==> src/rtl/rgb_led_strip_serializer_macros.svh <==
// ----------------------------------------------------------------------------
// RGB LED strip serializer - assertion macros
// Concurrent assertion wrappers; compiled out when ASSERT_OFF is defined.
// ----------------------------------------------------------------------------
`ifndef RGB_LED_STRIP_SERIALIZER_MACROS_SVH
`define RGB_LED_STRIP_SERIALIZER_MACROS_SVH

`ifndef ASSERT_OFF

// property must hold at every clock edge outside reset
`define RLSS_ASSERT(label, clk, rst_n, prop) \
    label: assert property (@(posedge clk) disable iff (!rst_n) (prop)) \
        else $error("rlss: assertion failed");

// condition must never be seen outside reset
`define RLSS_NEVER(label, clk, rst_n, cond) \
    label: assert property (@(posedge clk) disable iff (!rst_n) !(cond)) \
        else $error("rlss: forbidden condition seen");

`else

`define RLSS_ASSERT(label, clk, rst_n, prop)
`define RLSS_NEVER(label, clk, rst_n, cond)

`endif

`endif

==> src/rtl/rlss_pkg.sv <==
// ----------------------------------------------------------------------------
// RGB LED strip serializer - package
// Shared constants, register indices and types.
// ----------------------------------------------------------------------------
package rlss_pkg;

    localparam int SYMBOLS_PER_LED   = 24;
    localparam int CNT_W             = 5;
    localparam int DEFAULT_LED_SLOTS = 16;
    localparam int QUEUE_DEPTH       = 2;
    localparam int CFG_IDX_W         = 3;

    // register indices
    localparam logic [CFG_IDX_W-1:0] REG_BRIGHTNESS  = 3'd0;
    localparam logic [CFG_IDX_W-1:0] REG_SWAP_POS    = 3'd1;
    localparam logic [CFG_IDX_W-1:0] REG_ZERO_HIGH   = 3'd2;
    localparam logic [CFG_IDX_W-1:0] REG_ONE_HIGH    = 3'd3;
    localparam logic [CFG_IDX_W-1:0] REG_BIT_PERIOD  = 3'd4;

    // register reset values
    localparam logic [7:0] RST_BRIGHTNESS = 8'd255;
    localparam logic [7:0] RST_SWAP_POS   = 8'd1;
    localparam logic [7:0] RST_ZERO_HIGH  = 8'd8;
    localparam logic [7:0] RST_ONE_HIGH   = 8'd16;
    localparam logic [7:0] RST_BIT_PERIOD = 8'd25;

    // one LED after scaling and swap, waiting for serialisation
    typedef struct packed {
        logic [23:0] word;
        logic        frame_end;
    } rlss_entry_t;

    // symbol timing registers
    typedef struct packed {
        logic [7:0] zero_high;
        logic [7:0] one_high;
        logic [7:0] period;
    } rlss_timing_t;

endpackage

==> src/rtl/rlss_front.sv <==
// ----------------------------------------------------------------------------
// RGB LED strip serializer - front end
// Scales colours, swaps red/green at one position, tracks LED position.
// ----------------------------------------------------------------------------
module rlss_front #(
    parameter int LED_SLOTS = rlss_pkg::DEFAULT_LED_SLOTS
) (
    input  logic                  clk,
    input  logic                  rst_n,
    input  logic                  push,
    input  logic [7:0]            red,
    input  logic [7:0]            green,
    input  logic [7:0]            blue,
    input  logic                  frame_end,
    input  logic [7:0]            brightness,
    input  logic [7:0]            swap_position,
    input  logic                  q_full,
    output logic                  q_push,
    output rlss_pkg::rlss_entry_t q_entry
);
    import rlss_pkg::*;

    logic [7:0]  pos_reg;
    logic [7:0]  pos_next;
    logic [15:0] prod_r;
    logic [15:0] prod_g;
    logic [15:0] prod_b;
    logic [7:0]  sc_r;
    logic [7:0]  sc_g;
    logic [7:0]  sc_b;
    logic        swap;
    logic [8:0]  pos_inc;

    assign q_push = push && !q_full;

    // (c * b) >> 8
    assign prod_r = {8'd0, red} * {8'd0, brightness};
    assign prod_g = {8'd0, green} * {8'd0, brightness};
    assign prod_b = {8'd0, blue} * {8'd0, brightness};
    assign sc_r   = prod_r[15:8];
    assign sc_g   = prod_g[15:8];
    assign sc_b   = prod_b[15:8];

    assign swap = (pos_reg == swap_position);

    always_comb
    begin
        q_entry.frame_end = frame_end;
        if (swap)
        begin
            q_entry.word = {sc_g, sc_r, sc_b};
        end
        else
        begin
            q_entry.word = {sc_r, sc_g, sc_b};
        end
    end

    assign pos_inc = {1'b0, pos_reg} + 9'd1;

    always_comb
    begin
        pos_next = pos_reg;
        if (q_push)
        begin
            if (frame_end || (pos_inc >= 9'(LED_SLOTS)))
            begin
                pos_next = 8'd0;
            end
            else
            begin
                pos_next = pos_inc[7:0];
            end
        end
    end

    always_ff @(posedge clk or negedge rst_n)
    begin
        if (!rst_n)
        begin
            pos_reg <= 8'd0;
        end
        else
        begin
            pos_reg <= pos_next;
        end
    end

endmodule

==> src/rtl/rlss_queue.sv <==
// ----------------------------------------------------------------------------
// RGB LED strip serializer - item queue
// Short FIFO between the front end and the bit serialiser.
// ----------------------------------------------------------------------------
module rlss_queue #(
    parameter int DEPTH = rlss_pkg::QUEUE_DEPTH
) (
    input  logic                  clk,
    input  logic                  rst_n,
    input  logic                  wr_en,
    input  rlss_pkg::rlss_entry_t wr_data,
    input  logic                  rd_en,
    output rlss_pkg::rlss_entry_t rd_data,
    output logic                  full,
    output logic                  empty
);
    import rlss_pkg::*;

    localparam int PTR_W = (DEPTH > 1) ? $clog2(DEPTH) : 1;
    localparam int CNT_QW = $clog2(DEPTH + 1);

    rlss_entry_t       mem [DEPTH];
    logic [PTR_W-1:0]  wr_ptr_reg;
    logic [PTR_W-1:0]  wr_ptr_next;
    logic [PTR_W-1:0]  rd_ptr_reg;
    logic [PTR_W-1:0]  rd_ptr_next;
    logic [CNT_QW-1:0] count_reg;
    logic [CNT_QW-1:0] count_next;
    logic              do_wr;
    logic              do_rd;

    assign full    = (count_reg == CNT_QW'(DEPTH));
    assign empty   = (count_reg == '0);
    assign do_wr   = wr_en && !full;
    assign do_rd   = rd_en && !empty;
    assign rd_data = mem[rd_ptr_reg];

    always_comb
    begin
        wr_ptr_next = wr_ptr_reg;
        rd_ptr_next = rd_ptr_reg;
        count_next  = count_reg;
        if (do_wr)
        begin
            wr_ptr_next = (wr_ptr_reg == PTR_W'(DEPTH - 1)) ? '0 : wr_ptr_reg + 1'b1;
        end
        if (do_rd)
        begin
            rd_ptr_next = (rd_ptr_reg == PTR_W'(DEPTH - 1)) ? '0 : rd_ptr_reg + 1'b1;
        end
        if (do_wr && !do_rd)
        begin
            count_next = count_reg + 1'b1;
        end
        else if (do_rd && !do_wr)
        begin
            count_next = count_reg - 1'b1;
        end
    end

    always_ff @(posedge clk)
    begin
        if (do_wr)
        begin
            mem[wr_ptr_reg] <= wr_data;
        end
    end

    always_ff @(posedge clk or negedge rst_n)
    begin
        if (!rst_n)
        begin
            wr_ptr_reg <= '0;
            rd_ptr_reg <= '0;
            count_reg  <= '0;
        end
        else
        begin
            wr_ptr_reg <= wr_ptr_next;
            rd_ptr_reg <= rd_ptr_next;
            count_reg  <= count_next;
        end
    end

endmodule

==> src/rtl/rlss_back.sv <==
// ----------------------------------------------------------------------------
// RGB LED strip serializer - back end
// Shifts each 24-bit word out as pulse symbols into an output register.
// ----------------------------------------------------------------------------
`include "rgb_led_strip_serializer_macros.svh"

module rlss_back (
    input  logic                   clk,
    input  logic                   rst_n,
    input  logic                   q_empty,
    input  rlss_pkg::rlss_entry_t  q_entry,
    output logic                   q_pop,
    input  rlss_pkg::rlss_timing_t timing,
    input  logic                   pop,
    output logic                   empty,
    output logic                   bit_value,
    output logic [7:0]             high_ticks,
    output logic [7:0]             low_ticks,
    output logic                   last_of_led,
    output logic                   frame_done
);
    import rlss_pkg::*;

    localparam logic [CNT_W-1:0] LAST_SYM = CNT_W'(SYMBOLS_PER_LED - 1);

    logic             busy_reg;
    logic             busy_next;
    logic [23:0]      word_reg;
    logic [23:0]      word_next;
    logic [CNT_W-1:0] cnt_reg;
    logic [CNT_W-1:0] cnt_next;
    logic             fend_reg;
    logic             fend_next;
    logic             out_valid_reg;
    logic             out_valid_next;
    logic             out_bit_reg;
    logic [7:0]       out_hi_reg;
    logic [7:0]       out_lo_reg;
    logic             out_last_reg;
    logic             out_fdone_reg;
    logic             out_free;
    logic             emit;
    logic             emit_last;
    logic             load;
    logic             sym_bit;
    logic [7:0]       sym_hi;
    logic [7:0]       sym_lo;

    assign out_free  = !out_valid_reg || pop;
    assign emit      = busy_reg && out_free;
    assign emit_last = emit && (cnt_reg == LAST_SYM);
    assign load      = !q_empty && (!busy_reg || emit_last);
    assign q_pop     = load;

    // symbol timing, low part saturates at zero
    assign sym_bit = word_reg[23];
    assign sym_hi  = sym_bit ? timing.one_high : timing.zero_high;
    assign sym_lo  = (timing.period > sym_hi) ? (timing.period - sym_hi) : 8'd0;

    always_comb
    begin
        busy_next      = busy_reg;
        word_next      = word_reg;
        cnt_next       = cnt_reg;
        fend_next      = fend_reg;
        out_valid_next = out_valid_reg;
        if (emit)
        begin
            word_next      = {word_reg[22:0], 1'b0};
            cnt_next       = cnt_reg + 1'b1;
            out_valid_next = 1'b1;
            if (emit_last)
            begin
                busy_next = 1'b0;
            end
        end
        else if (pop)
        begin
            out_valid_next = 1'b0;
        end
        if (load)
        begin
            busy_next = 1'b1;
            word_next = q_entry.word;
            cnt_next  = '0;
            fend_next = q_entry.frame_end;
        end
    end

    always_ff @(posedge clk or negedge rst_n)
    begin
        if (!rst_n)
        begin
            busy_reg      <= 1'b0;
            cnt_reg       <= '0;
            out_valid_reg <= 1'b0;
        end
        else
        begin
            busy_reg      <= busy_next;
            cnt_reg       <= cnt_next;
            out_valid_reg <= out_valid_next;
        end
    end

    always_ff @(posedge clk)
    begin
        word_reg <= word_next;
        fend_reg <= fend_next;
        if (emit)
        begin
            out_bit_reg   <= sym_bit;
            out_hi_reg    <= sym_hi;
            out_lo_reg    <= sym_lo;
            out_last_reg  <= emit_last;
            out_fdone_reg <= emit_last && fend_reg;
        end
    end

    assign empty       = !out_valid_reg;
    assign bit_value   = out_bit_reg;
    assign high_ticks  = out_hi_reg;
    assign low_ticks   = out_lo_reg;
    assign last_of_led = out_last_reg;
    assign frame_done  = out_fdone_reg;

    `RLSS_NEVER(a_cnt_range, clk, rst_n, busy_reg && (cnt_reg > LAST_SYM))
    `RLSS_ASSERT(a_last_follows, clk, rst_n, emit_last |=> (out_valid_reg && out_last_reg))
    `RLSS_ASSERT(a_fdone_on_last, clk, rst_n,
                 (out_valid_reg && out_fdone_reg) |-> out_last_reg)
    `RLSS_NEVER(a_load_mid_led, clk, rst_n, load && busy_reg && !emit_last)

endmodule

==> src/rtl/rgb_led_strip_serializer.sv <==
// ----------------------------------------------------------------------------
// RGB LED strip serializer - top level
// One LED colour in, 24 timed pulse symbols out, with brightness and swap.
// ----------------------------------------------------------------------------
//
//  channel   direction  handshake               payload
//  -------   ---------  ---------------------   ----------------------------------
//  input     in         push / full             red, green, blue, frame_end
//  result    out        pop / empty             bit_value, high_ticks, low_ticks,
//                                               last_of_led, frame_done
//  config    in         cfg_valid / cfg_ready   cfg_index, cfg_data
//
//  Each item yields 24 symbols. The serialiser delivers at most one symbol a
//  cycle, one every cycle while pop stays high; in use the consumer's bit
//  timing sets the pace. The front end takes an item in any cycle the
//  two-entry queue has room, including while a finished symbol waits in
//  the output register.
//  Reset is asynchronous and active low; registers return to their defaults,
//  the LED position to zero. No clearing pass. cfg_ready is always high.
//
`include "rgb_led_strip_serializer_macros.svh"

module rgb_led_strip_serializer #(
    parameter int LED_SLOTS = rlss_pkg::DEFAULT_LED_SLOTS
) (
    input  logic                             clk,
    input  logic                             rst_n,
    // input item queue side
    input  logic                             push,
    output logic                             full,
    input  logic [7:0]                       red,
    input  logic [7:0]                       green,
    input  logic [7:0]                       blue,
    input  logic                             frame_end,
    // result queue side
    input  logic                             pop,
    output logic                             empty,
    output logic                             bit_value,
    output logic [7:0]                       high_ticks,
    output logic [7:0]                       low_ticks,
    output logic                             last_of_led,
    output logic                             frame_done,
    // configuration writes
    input  logic                             cfg_valid,
    output logic                             cfg_ready,
    input  logic [rlss_pkg::CFG_IDX_W-1:0]   cfg_index,
    input  logic [7:0]                       cfg_data
);
    import rlss_pkg::*;

    logic [7:0]   brightness_reg;
    logic [7:0]   swap_pos_reg;
    logic [7:0]   zero_high_reg;
    logic [7:0]   one_high_reg;
    logic [7:0]   period_reg;
    logic         cfg_wr;
    rlss_timing_t timing;
    rlss_entry_t  fe_entry;
    rlss_entry_t  q_entry;
    logic         fe_push;
    logic         q_full;
    logic         q_empty;
    logic         q_pop;

    assign cfg_ready = 1'b1;
    assign cfg_wr    = cfg_valid && cfg_ready;

    // register file; unknown indices are dropped
    always_ff @(posedge clk or negedge rst_n)
    begin
        if (!rst_n)
        begin
            brightness_reg <= RST_BRIGHTNESS;
            swap_pos_reg   <= RST_SWAP_POS;
            zero_high_reg  <= RST_ZERO_HIGH;
            one_high_reg   <= RST_ONE_HIGH;
            period_reg     <= RST_BIT_PERIOD;
        end
        else if (cfg_wr)
        begin
            unique case (cfg_index)
                REG_BRIGHTNESS: brightness_reg <= cfg_data;
                REG_SWAP_POS:   swap_pos_reg   <= cfg_data;
                REG_ZERO_HIGH:  zero_high_reg  <= cfg_data;
                REG_ONE_HIGH:   one_high_reg   <= cfg_data;
                REG_BIT_PERIOD: period_reg     <= cfg_data;
                default:
                begin
                end
            endcase
        end
    end

    assign timing.zero_high = zero_high_reg;
    assign timing.one_high  = one_high_reg;
    assign timing.period    = period_reg;

    assign full = q_full;

    // front end: scale, swap, position
    rlss_front #(
        .LED_SLOTS(LED_SLOTS)
    ) u_front (
        .clk          (clk),
        .rst_n        (rst_n),
        .push         (push),
        .red          (red),
        .green        (green),
        .blue         (blue),
        .frame_end    (frame_end),
        .brightness   (brightness_reg),
        .swap_position(swap_pos_reg),
        .q_full       (q_full),
        .q_push       (fe_push),
        .q_entry      (fe_entry)
    );

    // decoupling queue
    rlss_queue #(
        .DEPTH(QUEUE_DEPTH)
    ) u_queue (
        .clk    (clk),
        .rst_n  (rst_n),
        .wr_en  (fe_push),
        .wr_data(fe_entry),
        .rd_en  (q_pop),
        .rd_data(q_entry),
        .full   (q_full),
        .empty  (q_empty)
    );

    // back end: bit serialiser with output register
    rlss_back u_back (
        .clk        (clk),
        .rst_n      (rst_n),
        .q_empty    (q_empty),
        .q_entry    (q_entry),
        .q_pop      (q_pop),
        .timing     (timing),
        .pop        (pop),
        .empty      (empty),
        .bit_value  (bit_value),
        .high_ticks (high_ticks),
        .low_ticks  (low_ticks),
        .last_of_led(last_of_led),
        .frame_done (frame_done)
    );

    `RLSS_ASSERT(a_push_only_with_room, clk, rst_n, fe_push |-> !q_full)
    `RLSS_NEVER(a_no_pop_from_empty_queue, clk, rst_n, q_pop && q_empty)
    `RLSS_ASSERT(a_full_blocks_push, clk, rst_n, full |-> !fe_push)

endmodule

==> config.mk <==
export PLATFORM = sky130hd
export DESIGN_NAME = rgb_led_strip_serializer
export DESIGN_NICKNAME = d
export VERILOG_FILES = /design/src/rtl/rlss_pkg.sv /design/src/rtl/rlss_front.sv /design/src/rtl/rlss_queue.sv /design/src/rtl/rlss_back.sv /design/src/rtl/rgb_led_strip_serializer.sv
export VERILOG_INCLUDE_DIRS = /design/src /design/src/rtl
export SDC_FILE = /design/constraint.sdc
export NUM_CORES = 1
export LEC_CHECK = 0
export ABC_AREA = 1
export BUFFER_PORTS_ARGS = -buffer_cell sky130_fd_sc_hd__buf_2
export CORE_MARGIN = 3
export CORE_UTILIZATION = 60
export CTS_BUF_LIST = sky130_fd_sc_hd__clkbuf_2 sky130_fd_sc_hd__clkbuf_4 sky130_fd_sc_hd__clkbuf_8
export CTS_CLUSTER_DIAMETER = 30
export DETAILED_ROUTE_END_ITERATION = 8
export MAX_ROUTING_LAYER = met4
export PLACE_DENSITY = 0.74
export SETUP_SLACK_MARGIN = 0.4
export SYNTH_ARGS = -nofsm -noshare
export SYNTH_HDL_FRONTEND = slang
export SYNTH_HIERARCHICAL = 1
export SYNTH_SLANG_ARGS = --single-unit
==> constraint.sdc <==
create_clock -name clk -period 5.8 [get_ports clk]
set_input_delay 0.58 -clock clk [delete_from_list [all_inputs] [get_ports clk]]
set_output_delay 0.58 -clock clk [all_outputs]
set_load 0.05 [all_outputs]
* After elaboration in Yosys (flattened, before gate mapping)
Memories as Yosys holds them, arrays and structs flattened. Cells that the tools add are included.
Storage, ports and cells: flip-flop bits (word level) 103, bits in writable memories 50, input bits 41, output and inout bits 22, logic and storage cells 87, memories 1
Cells by class: add/sub/neg operators 7, multipliers 3, $lt $le $gt $ge 2, eq/ne operators 7, muxes and demuxes 18, reduce and logical (&&, ||, !) cells 30
Memories:
- u_queue.mem | depth 2, bits a word 25, rd ports 1, clocked after memory_dff 0, write ports 1, line rlss_queue.sv:22 | rlss_entry_t mem [DEPTH];
Operators with widths (count):
- two-way mux 24 bit | 3
- multiplier 8 x 8 -> 16 bit | 3
- two-way mux 8 bit | 2
- AND reduction 2 bit | 6
- two-way mux 5 bit | 2
- adder 8 x 1 -> 9 bit, second input constant | 1
- greater-or-equal comparator 9 x 5 -> 1 bit, second input constant | 1
- logical AND 1 bit | 9
- two-way mux 1 bit | 9
- == test 8 bit | 1
- greater-than comparator 8 bit | 1
- nonzero test 2 bit | 4
- subtractor 8 bit | 1
- == test 3 x 2 -> 1 bit, second input constant | 2
- logical NOT 1 bit | 6
- adder 5 x 1 -> 5 bit, second input constant | 1
- == test 5 bit, second input constant | 1
- two-way mux 2 bit | 2
- == test 3 x 1 -> 1 bit, second input constant | 1
- == test 3 bit, second input constant | 1
- logical NOT 3 bit | 1
- logical OR 1 bit | 3
- adder 1 bit, second input constant | 2
- adder 2 x 1 -> 2 bit, second input constant | 1
- 3 further kinds | 3

* Depth between registers and ports, before layout
Gate-level depths: netlist of the first run.
word-level depth 10, depth in mapped cells 21, mapped depth without buffers 20

* Modules after synthesis
Netlist of the first run, hierarchy kept.
By module, submodules not included:
- rlss_front | times used 1, cells each 1106, area each 7340.8 sq um, sequential area each 200.2 sq um
- rlss_back | times used 1, cells each 274, area each 2537.4 sq um, sequential area each 1496.4 sq um
- rlss_queue | times used 1, cells each 162, area each 2057.0 sq um, sequential area each 1601.5 sq um
- rgb_led_strip_serializer | times used 1, cells each 184, area each 1686.6 sq um, sequential area each 1018.5 sq um

* Least setup slack after synthesis of the first run
Ideal clock, no wire load.
path kind register -> register, start register brightness_reg[6], end memory u_queue/mem[0][23] (netlist bit), data pin, setup time 0.257 ns, arrival 4.127 ns, required time 5.543 ns, slack 1.416 ns, cell stages (with the launch flop) 19, path buffers 1, clock period less this slack 4.384 ns, path through dfstp_2 clkbuf_1 nand2_1 inv_1 fa_1 fa_1 fa_1 inv_1 fa_1 inv_1 ha_1 a21oi_1 nand2_1 inv_1 nor2_1 nor2_1 nand3_1 nand3_1 nand2_1
RTL lines:
- start, declared | line rgb_led_strip_serializer.sv:51 | logic [7:0] brightness_reg;
- start signal, assigned | line rgb_led_strip_serializer.sv:82 | REG_BRIGHTNESS: brightness_reg <= cfg_data;
- end, declared | line rlss_queue.sv:22

==> results of run 1 <==
==> layer usage <==
metal / share of wire [%] / routed length (um) / vias up
met5: 0 / 0 / -
met4: 0.99 / 278 / 0
met3: 6.0 / 1670 / 21
met2: 46 / 12900 / 277
met1: 47 / 13100 / 4853
li1: - / - / 5253
==> critical path, delay by kind of cell, from the launching register on <==
kind                     cells  cell delay [ns]
adder cells (fa/ha/maj)      5             2.36
flip-flops                   1             0.88
AND/OR/NAND/NOR              7             0.62
buffers and inverters        4             0.29
AO/OA/AOI/OAI                1             0.21
==> cell usage in the layout, fill, tap and decap left out, drive strengths merged <==
master      n
nand2     618
inv       392
ha        111
fa        106
nand3      96
edfxtp     94
nor2       65
buf        64
dfrtp      45
a21oi      39
o21ai      21
clkbuf     19
dfstp      14
xor2       11
o21bai     11
nand3b     10
nand4       9
xnor2       9
clkinv      9
nor3        5
or2         5
a21o        3
and2        3
bufinv      2
clkinvlp    2
conb        1
mux2        1
a31o        1
a211oi      1
nor4        1
o211ai      1
==> final timing paths <==
path                                         from            endpoint  slack [ns]
worst max-delay path            brightness_reg[3]  u_queue/mem[1][23]        1.16
worst min-delay path                        rst_n     one_high_reg[1]        0.29
worst max register to register  brightness_reg[3]  u_queue/mem[1][23]        1.16
worst min register to register      period_reg[0]       period_reg[0]        0.47
max in group asynchronous                   rst_n  u_front/pos_reg[1]        4.97
min in group clk                        frame_end   u_queue/mem[0][0]        0.36
==> power by group <==
group | switching, uW | internal (uW)
registers | 254 | 1760
logic | 2540 | 1360
clock network | 396 | 388
total | 3190 | 3510
==> per-stage QoR <==
step / cells / cell area [um2] / utilization [%]
after global placement: 2017 / 14000 / 63.4
after detailed placement: 2017 / 14000 / 63.4
final: 2049 / 14400 / 65.1
after CTS: 2049 / 14400 / 65.1
after global routing: 2049 / 14400 / 65.1
after floorplan: 1726 / 13600 / -
==> cell type report <==
| type | instances | area, um2 | area share, % |
|---|---|---|---|
| clock buffers | 19 | 249 | 1.73 |
| inverters | 392 | 1470 | 10.3 |
| repair buffers | 64 | 328 | 2.28 |
| clock inverters | 13 | 130 | 0.905 |
| well taps | 280 | 350 | 2.44 |
| multi-input cells | 1128 | 7530 | 52.4 |
| flip-flops and latches | 153 | 4320 | 30.0 |
==> cells by family after synthesis <==
group / Yosys count / share of synthesized area [%]
compound gates: 77 / 3.37
xor+xnor: 20 / 1.29
fa+ha+maj: 217 / 25.8
buf+inv: 445 / 13.1
flops: 153 / 31.7
mux: 1 / 0.0827
other cells: 1 / 0.0275
simple gates: 812 / 24.7
==> metrics.md, run 1 <==
| Metric | Value |
|---|---|
| Area Growth Syn to Fin | 5.54% |
| Max-slew violation count | 0 |
| R2R depth | 17 |
| Grt total ovfl | 0 |
| Worst-Skew Late Latency | 0.46 ns |
| Setup TNS | 0 ns |
| Max reg flops | 50 |
| GR met2 Demand/Resource | 39.6% |
| Avg Inst Size Synth | 7.89 um2 |
| Post-synth EDFFs | 94 |
| GRT Overall Usage | 24.6% |
| Crit end category | register |
| Post-CTS setup buffers | 0 |
| Seq/Total Area, Yosys | 31.7% |
| Root Buffer Master | clkbuf_8 |
| Core region area | 22100 um2 |
| Largest cells by area after synthesis | edfxtp_1 21%, nand2_1 17%, fa_1 16%, inv_1 11%, ha_1 10% |
| Yosys top cell by area | edfxtp_1 |
| Ys async rst share | 38.6% |
| Synth warn | 6 |
| Starting DRT DRC Count | 588 |
| Clk sinks | 153 |
| Total power draw | 6700 uW |
| Top-count cell post-synth | nand2_1 |
| Met3 Use GR | 3.57% |
| Critical path's slowest cell | dfstp_2 |
| Dpl hpwl | 21.7 mm |
| Final hold vios | 0 |
| Worst Path Max Fanout | 25 |
| Final setup viols | 0 |
| Nets | 2014 |
| H-tree levels | 4 |
| Synthesized cell area | 13600 um2 |
| Slew margin rel. | between 20 and 30% |
| CP peak stage delay | 0.88 ns |
| Max cap viols | 0 |
| Pin count of the biggest net entering global routing | 60 |
| # DRC | 0 |
| Chip width | 157 um |
| Fmax | 215 MHz |
| Synth cell count leaders | 608 x nand2_1, 383 x inv_1, 111 x ha_1, 106 x fa_1, 95 x nand3_1 |
| Status | complete, no violations |
| Req. time, crit path | 6.00 ns |
| Crit path cell chain | nand2_1 -> inv_1 -> fa_1 -> fa_1 -> fa_1 -> inv_1 -> fa_1 -> inv_1 -> ha_1 -> a21oi_1 -> nand2_1 -> inv_1 -> nor2_1 -> nor2_1 -> nand3_1 -> nand3_1 -> nand2_1 |
| Vias/cell | roughly 5.1 |
| Fill cell count | between 1500 and 2000 |
| Drt total wl | 28.0 mm |
| Yosys reg bits | 153 |
| Top_reg_cell synth | edfxtp_1 |
| Min Clock Period, post-route | 4.64 ns |
| Yosys cell types | between 40 and 50 |
| Final Wtd Congestion | between 0.9 and 1 |
| Fin crit share | 80.1% |
| Global-route wire length before repair | 47.7 mm |
| Synth Net Count | ~2000 |
| Unrepaired setup endpoints after global routing | false |
| DR pass1 iterations | 5 |
| # hold bufs at CTS | 0 |
| Die Height | 157 um |
| Routed via count | 10404 |
| Busiest layer in global routing | met2 |
| Initial core utilization | 61.7% |
| VDD IR max | 0.208 mV |
| Vias in the first global route | 10108 |
| Final setup margin | 1.16 ns |
| Setup WS pre-CTS | 1.20 ns |
| Leakage power | 0.00861 uW |
| Min Hold Slack | 0.295 ns |
| Average wire per standard cell | 13.6 um |
| Mapped Cells | between 1500 and 2000 |
| Die ar. | 24500 um2 |
| Worst-path clk slew | 0.09 ns |
| Initial antenna violation count | 0 |
| Worst min path class | in2async |
| Crit path arrival time | a little under 5 ns |
| Count of port buffers added during placement | 61 |
| Synth top area share | about a fifth |
| Final Skew | 0.0169 ns |
| Ports | 63 |
| CP Launch Type | register |
| Slew of the pin with the lowest slew margin | 1.06 ns |
| Critical path class | reg2reg |
| Inserted Diodes | 0 |
| Power Density | 466 nW/um2 |
| CTS tree | yes |
| Clk buf depth | 2 |
| Row count | 54 |
| PostCTS Resize Cnt | 0 |
| Share of cells above drive strength 1 | 8.48% |
| Global-route met1 utilization | 34.0% |
| Num CTS Buffers | 17 |
| Antenna-violating nets left | 0 |
Power figures use the tool's default switching activity.
==> inputs of run 2 (changes only) <==
Settings changed: CORE_UTILIZATION 60 to 59, PLACE_DENSITY 0.74 to 0.76.
Clock period 5.8 ns to 4.2 ns, I/O delays scaled along.
==> run 2 against run 1 <==
Net effect:
- first-iteration DRC count rose by 18%
- highest routed layer unchanged
- the flow now finishes with violations (setup timing)
- sequential share of layout area decreased by 2.6 points
- flip-flop and latch count did not move
- largest power group unchanged
- register-to-register slack got worse by 1.2 ns
- critical path type unchanged
==> metrics.md, run 2 (synthesized netlist as in run 1, its figures left out) <==
| Metric | Value |
|---|---|
| Status | finished with violations |
| Violated checks | setup timing |
| Total power draw | 11300 uW (+69%) |
| Worst-Skew Late Latency | 0.46 ns (about the same) |
| Fmax | 237 MHz (+10%) |
| GRT Overall Usage | 25.9% (+1.2 points) |
| Power Density | 717 nW/um2 (+54%) |
| Final Wtd Congestion | 0.912 (-0.39%) |
| Commonest cells after routing, fill and taps aside | 559 x nand2_1, 358 x inv_1, 102 x fa_1 |
| Chip width | 158 um (+0.81%) |
| Pin count of the biggest net entering global routing | 35 (-42%) |
| Grt total ovfl | 0 (unchanged) |
| Initial core utilization | 61.3% (-0.37 points) |
| Vias/cell | 5.11 (+0.58%) |
| Crit end category | register |
| Clk buf depth | 2 (unchanged) |
| Row count | 54 (unchanged) |
| Die Height | 158 um (+0.81%) |
| Count of port buffers added during placement | 61 (unchanged) |
| Max cap viols | 0 (unchanged) |
| Share of cells above drive strength 1 | 20.5% (+12 points) |
| Slew margin rel. | 29.8% (+0.48 points) |
| Nets | 2091 (+3.8%) |
| Worst-path clk slew | 0.09 ns (about the same) |
| Final hold vios | 0 (unchanged) |
| Die ar. | 24900 um2 (+1.6%) |
| Final setup viols | 6 (+6) |
| Commonest non-fill, non-tap cell in the layout | nand2_1 |
| Antenna-violating nets left | 0 (unchanged) |
| Vias in the first global route | 10721 (+6.1%) |
| Final Skew | 0.0169 ns (-0.0000525 ns) |
| Clk sinks | 153 (unchanged) |
| Layout Utilization | 70.9% (+5.8 points) |
| Min Clock Period, post-route | 4.22 ns (-0.422 ns) |
| Slew of the pin with the lowest slew margin | 1.05 ns (-0.00716 ns) |
| Inserted Diodes | 0 (unchanged) |
| Starting DRT DRC Count | 694 (+18%) |
| Root Buffer Master | clkbuf_8 |
| Sequential Power Share | 23.5% (-6.6 points) |
| CTS tree | yes |
| Worst min path class | in2reg |
| Drt total wl | 30.5 mm (+9.0%) |
| Max reg flops | 50 (unchanged) |
| VDD IR max | 0.435 mV (+110%) |
| Max-slew violation count | 0 (unchanged) |
| Critical path class | reg2reg |
| Setup WS pre-CTS | -0.0300 ns (-1.23 ns) |
| Leakage power | 0.00908 uW (+5.4%) |
| # DRC | 0 (unchanged) |
| Area Growth Syn to Fin | 15.7% |
| Final setup margin | -0.0233 ns (-1.18 ns) |
| Unrepaired setup endpoints after global routing | true |
| Setup TNS | -0.0679 ns (-0.0679 ns) |
| Gate power share | 67.0% (+8.8 points) |
| DR pass1 iterations | 6 (+1) |
| Global-route wire length before repair | 50.5 mm (+5.9%) |
| Initial antenna violation count | 0 (unchanged) |
| Net Sw Frac | 46.9% (-0.70 points) |
| Ports | 63 (unchanged) |
| Switching power | 5300 uW (+66%) |
| CP Launch Type | register |
| Core region area | 22200 um2 (+0.61%) |
| H-tree levels | 4 (unchanged) |
| Fin crit share | 101% (+20 points) |
| Clock Power Share | 9.5% (-2.2 points) |
| Req. time, crit path | 4.39 ns (-1.61 ns) |
| Routed via count | 10858 (+4.4%) |
| Average wire per standard cell | 14.3 um (+5.1%) |
| Dpl hpwl | 22.6 mm (+4.3%) |
| Crit path arrival time | 4.41 ns (-0.43 ns) |
| Worst Path Max Fanout | 4 (-84%) |
| Num CTS Buffers | 17 (unchanged) |
| Int Pwr | 6000 uW (+71%) |
run 2: changes by cell type in the layout (fill, tap and decap cells not counted), sizes merged:
cell | previous run | this run
buf | 64 | 140
bufinv | 2 | 1
clkbuf | 19 | 20
clkinv | 9 | 6
clkinvlp | 2 | 0
dlygate4sd3 | 0 | 1
inv | 392 | 397
run 2: cell type report:
type | count | area [um2]
tap | 280 | 350
fill | 1689 | 6470
sequential | 153 | 4320
timing repair buffer | 141 | 1020
clock buffer | 20 | 263
clock inverter | 12 | 114
inverter | 392 | 1470
multi-input combinational | 1128 | 8220
run 2: per-stage QoR:
stage	hold slack [ns]	cells	area, um2
after floorplan	0.124	1726	13900
after global placement	0.450	2061	14500
after detailed placement	0.453	2061	14500
after CTS	0.177	2115	15400
after global routing	0.183	2126	15800
final	0.198	2126	15800
run 2: metal layers:
layer	up-vias	track usage (%)	part of all wire, %
met5	-	-	0
met1	5134	34.5	46
met4	0	6.96	2.0
li1	5403	-	-
met3	42	3.85	5.0
met2	279	41.9	47
run 2: final timing paths:
path / endpoint / slack (ns) / cells past startpoint / startpoint
min in group asynchronous: period_reg[6] / 0.53 / 2 / rst_n
hold reg to reg: period_reg[3] / 0.47 / 2 / period_reg[3]
max in group asynchronous: swap_pos_reg[0] / 2.75 / 3 / rst_n
setup reg to reg: u_queue/mem[1][10] / -0.02 / 18 / brightness_reg[3]
hold / removal: u_queue/mem[1][0] / 0.20 / 1 / frame_end
setup / recovery: u_queue/mem[1][10] / -0.02 / 18 / brightness_reg[3]
run 2: power by group through the flow:
stage	Clock (uW)	Sequential [uW]	Combinational, uW
3_5_place_dp	0	2710	6160
2_1_floorplan	0	2870	4430
6_report	1070	2660	7570
3_3_place_gp	0	2690	6010
5_1_grt	1150	2710	8390
4_1_cts	1090	2650	6840
run 2: worst max-delay path: stages, from the launching register on:
cell and delay (ns):
dfstp_2 0.60, buf_6 0.15, buf_6 0.09, nand2_2 0.04, inv_2 0.05, fa_1 0.42, fa_1 0.49, fa_1 0.50
inv_2 0.04, fa_1 0.49, inv_2 0.05, ha_4 0.22, a21o_1 0.19, a21oi_2 0.13, nand2_2 0.09, xor2_2 0.16
buf_4 0.14, nand2_1 0.05, o21ai_1 0.08
run 2: timing repair:
item / in CTS / in global routing
endpoints found under the setup margin: 48 / 48
endpoints found under the hold margin: 13 / 0
pin swaps: 28 / 30
gates resized for setup: 83 / 73
setup buffers: 21 / 11
hold buffers: 1 / 0
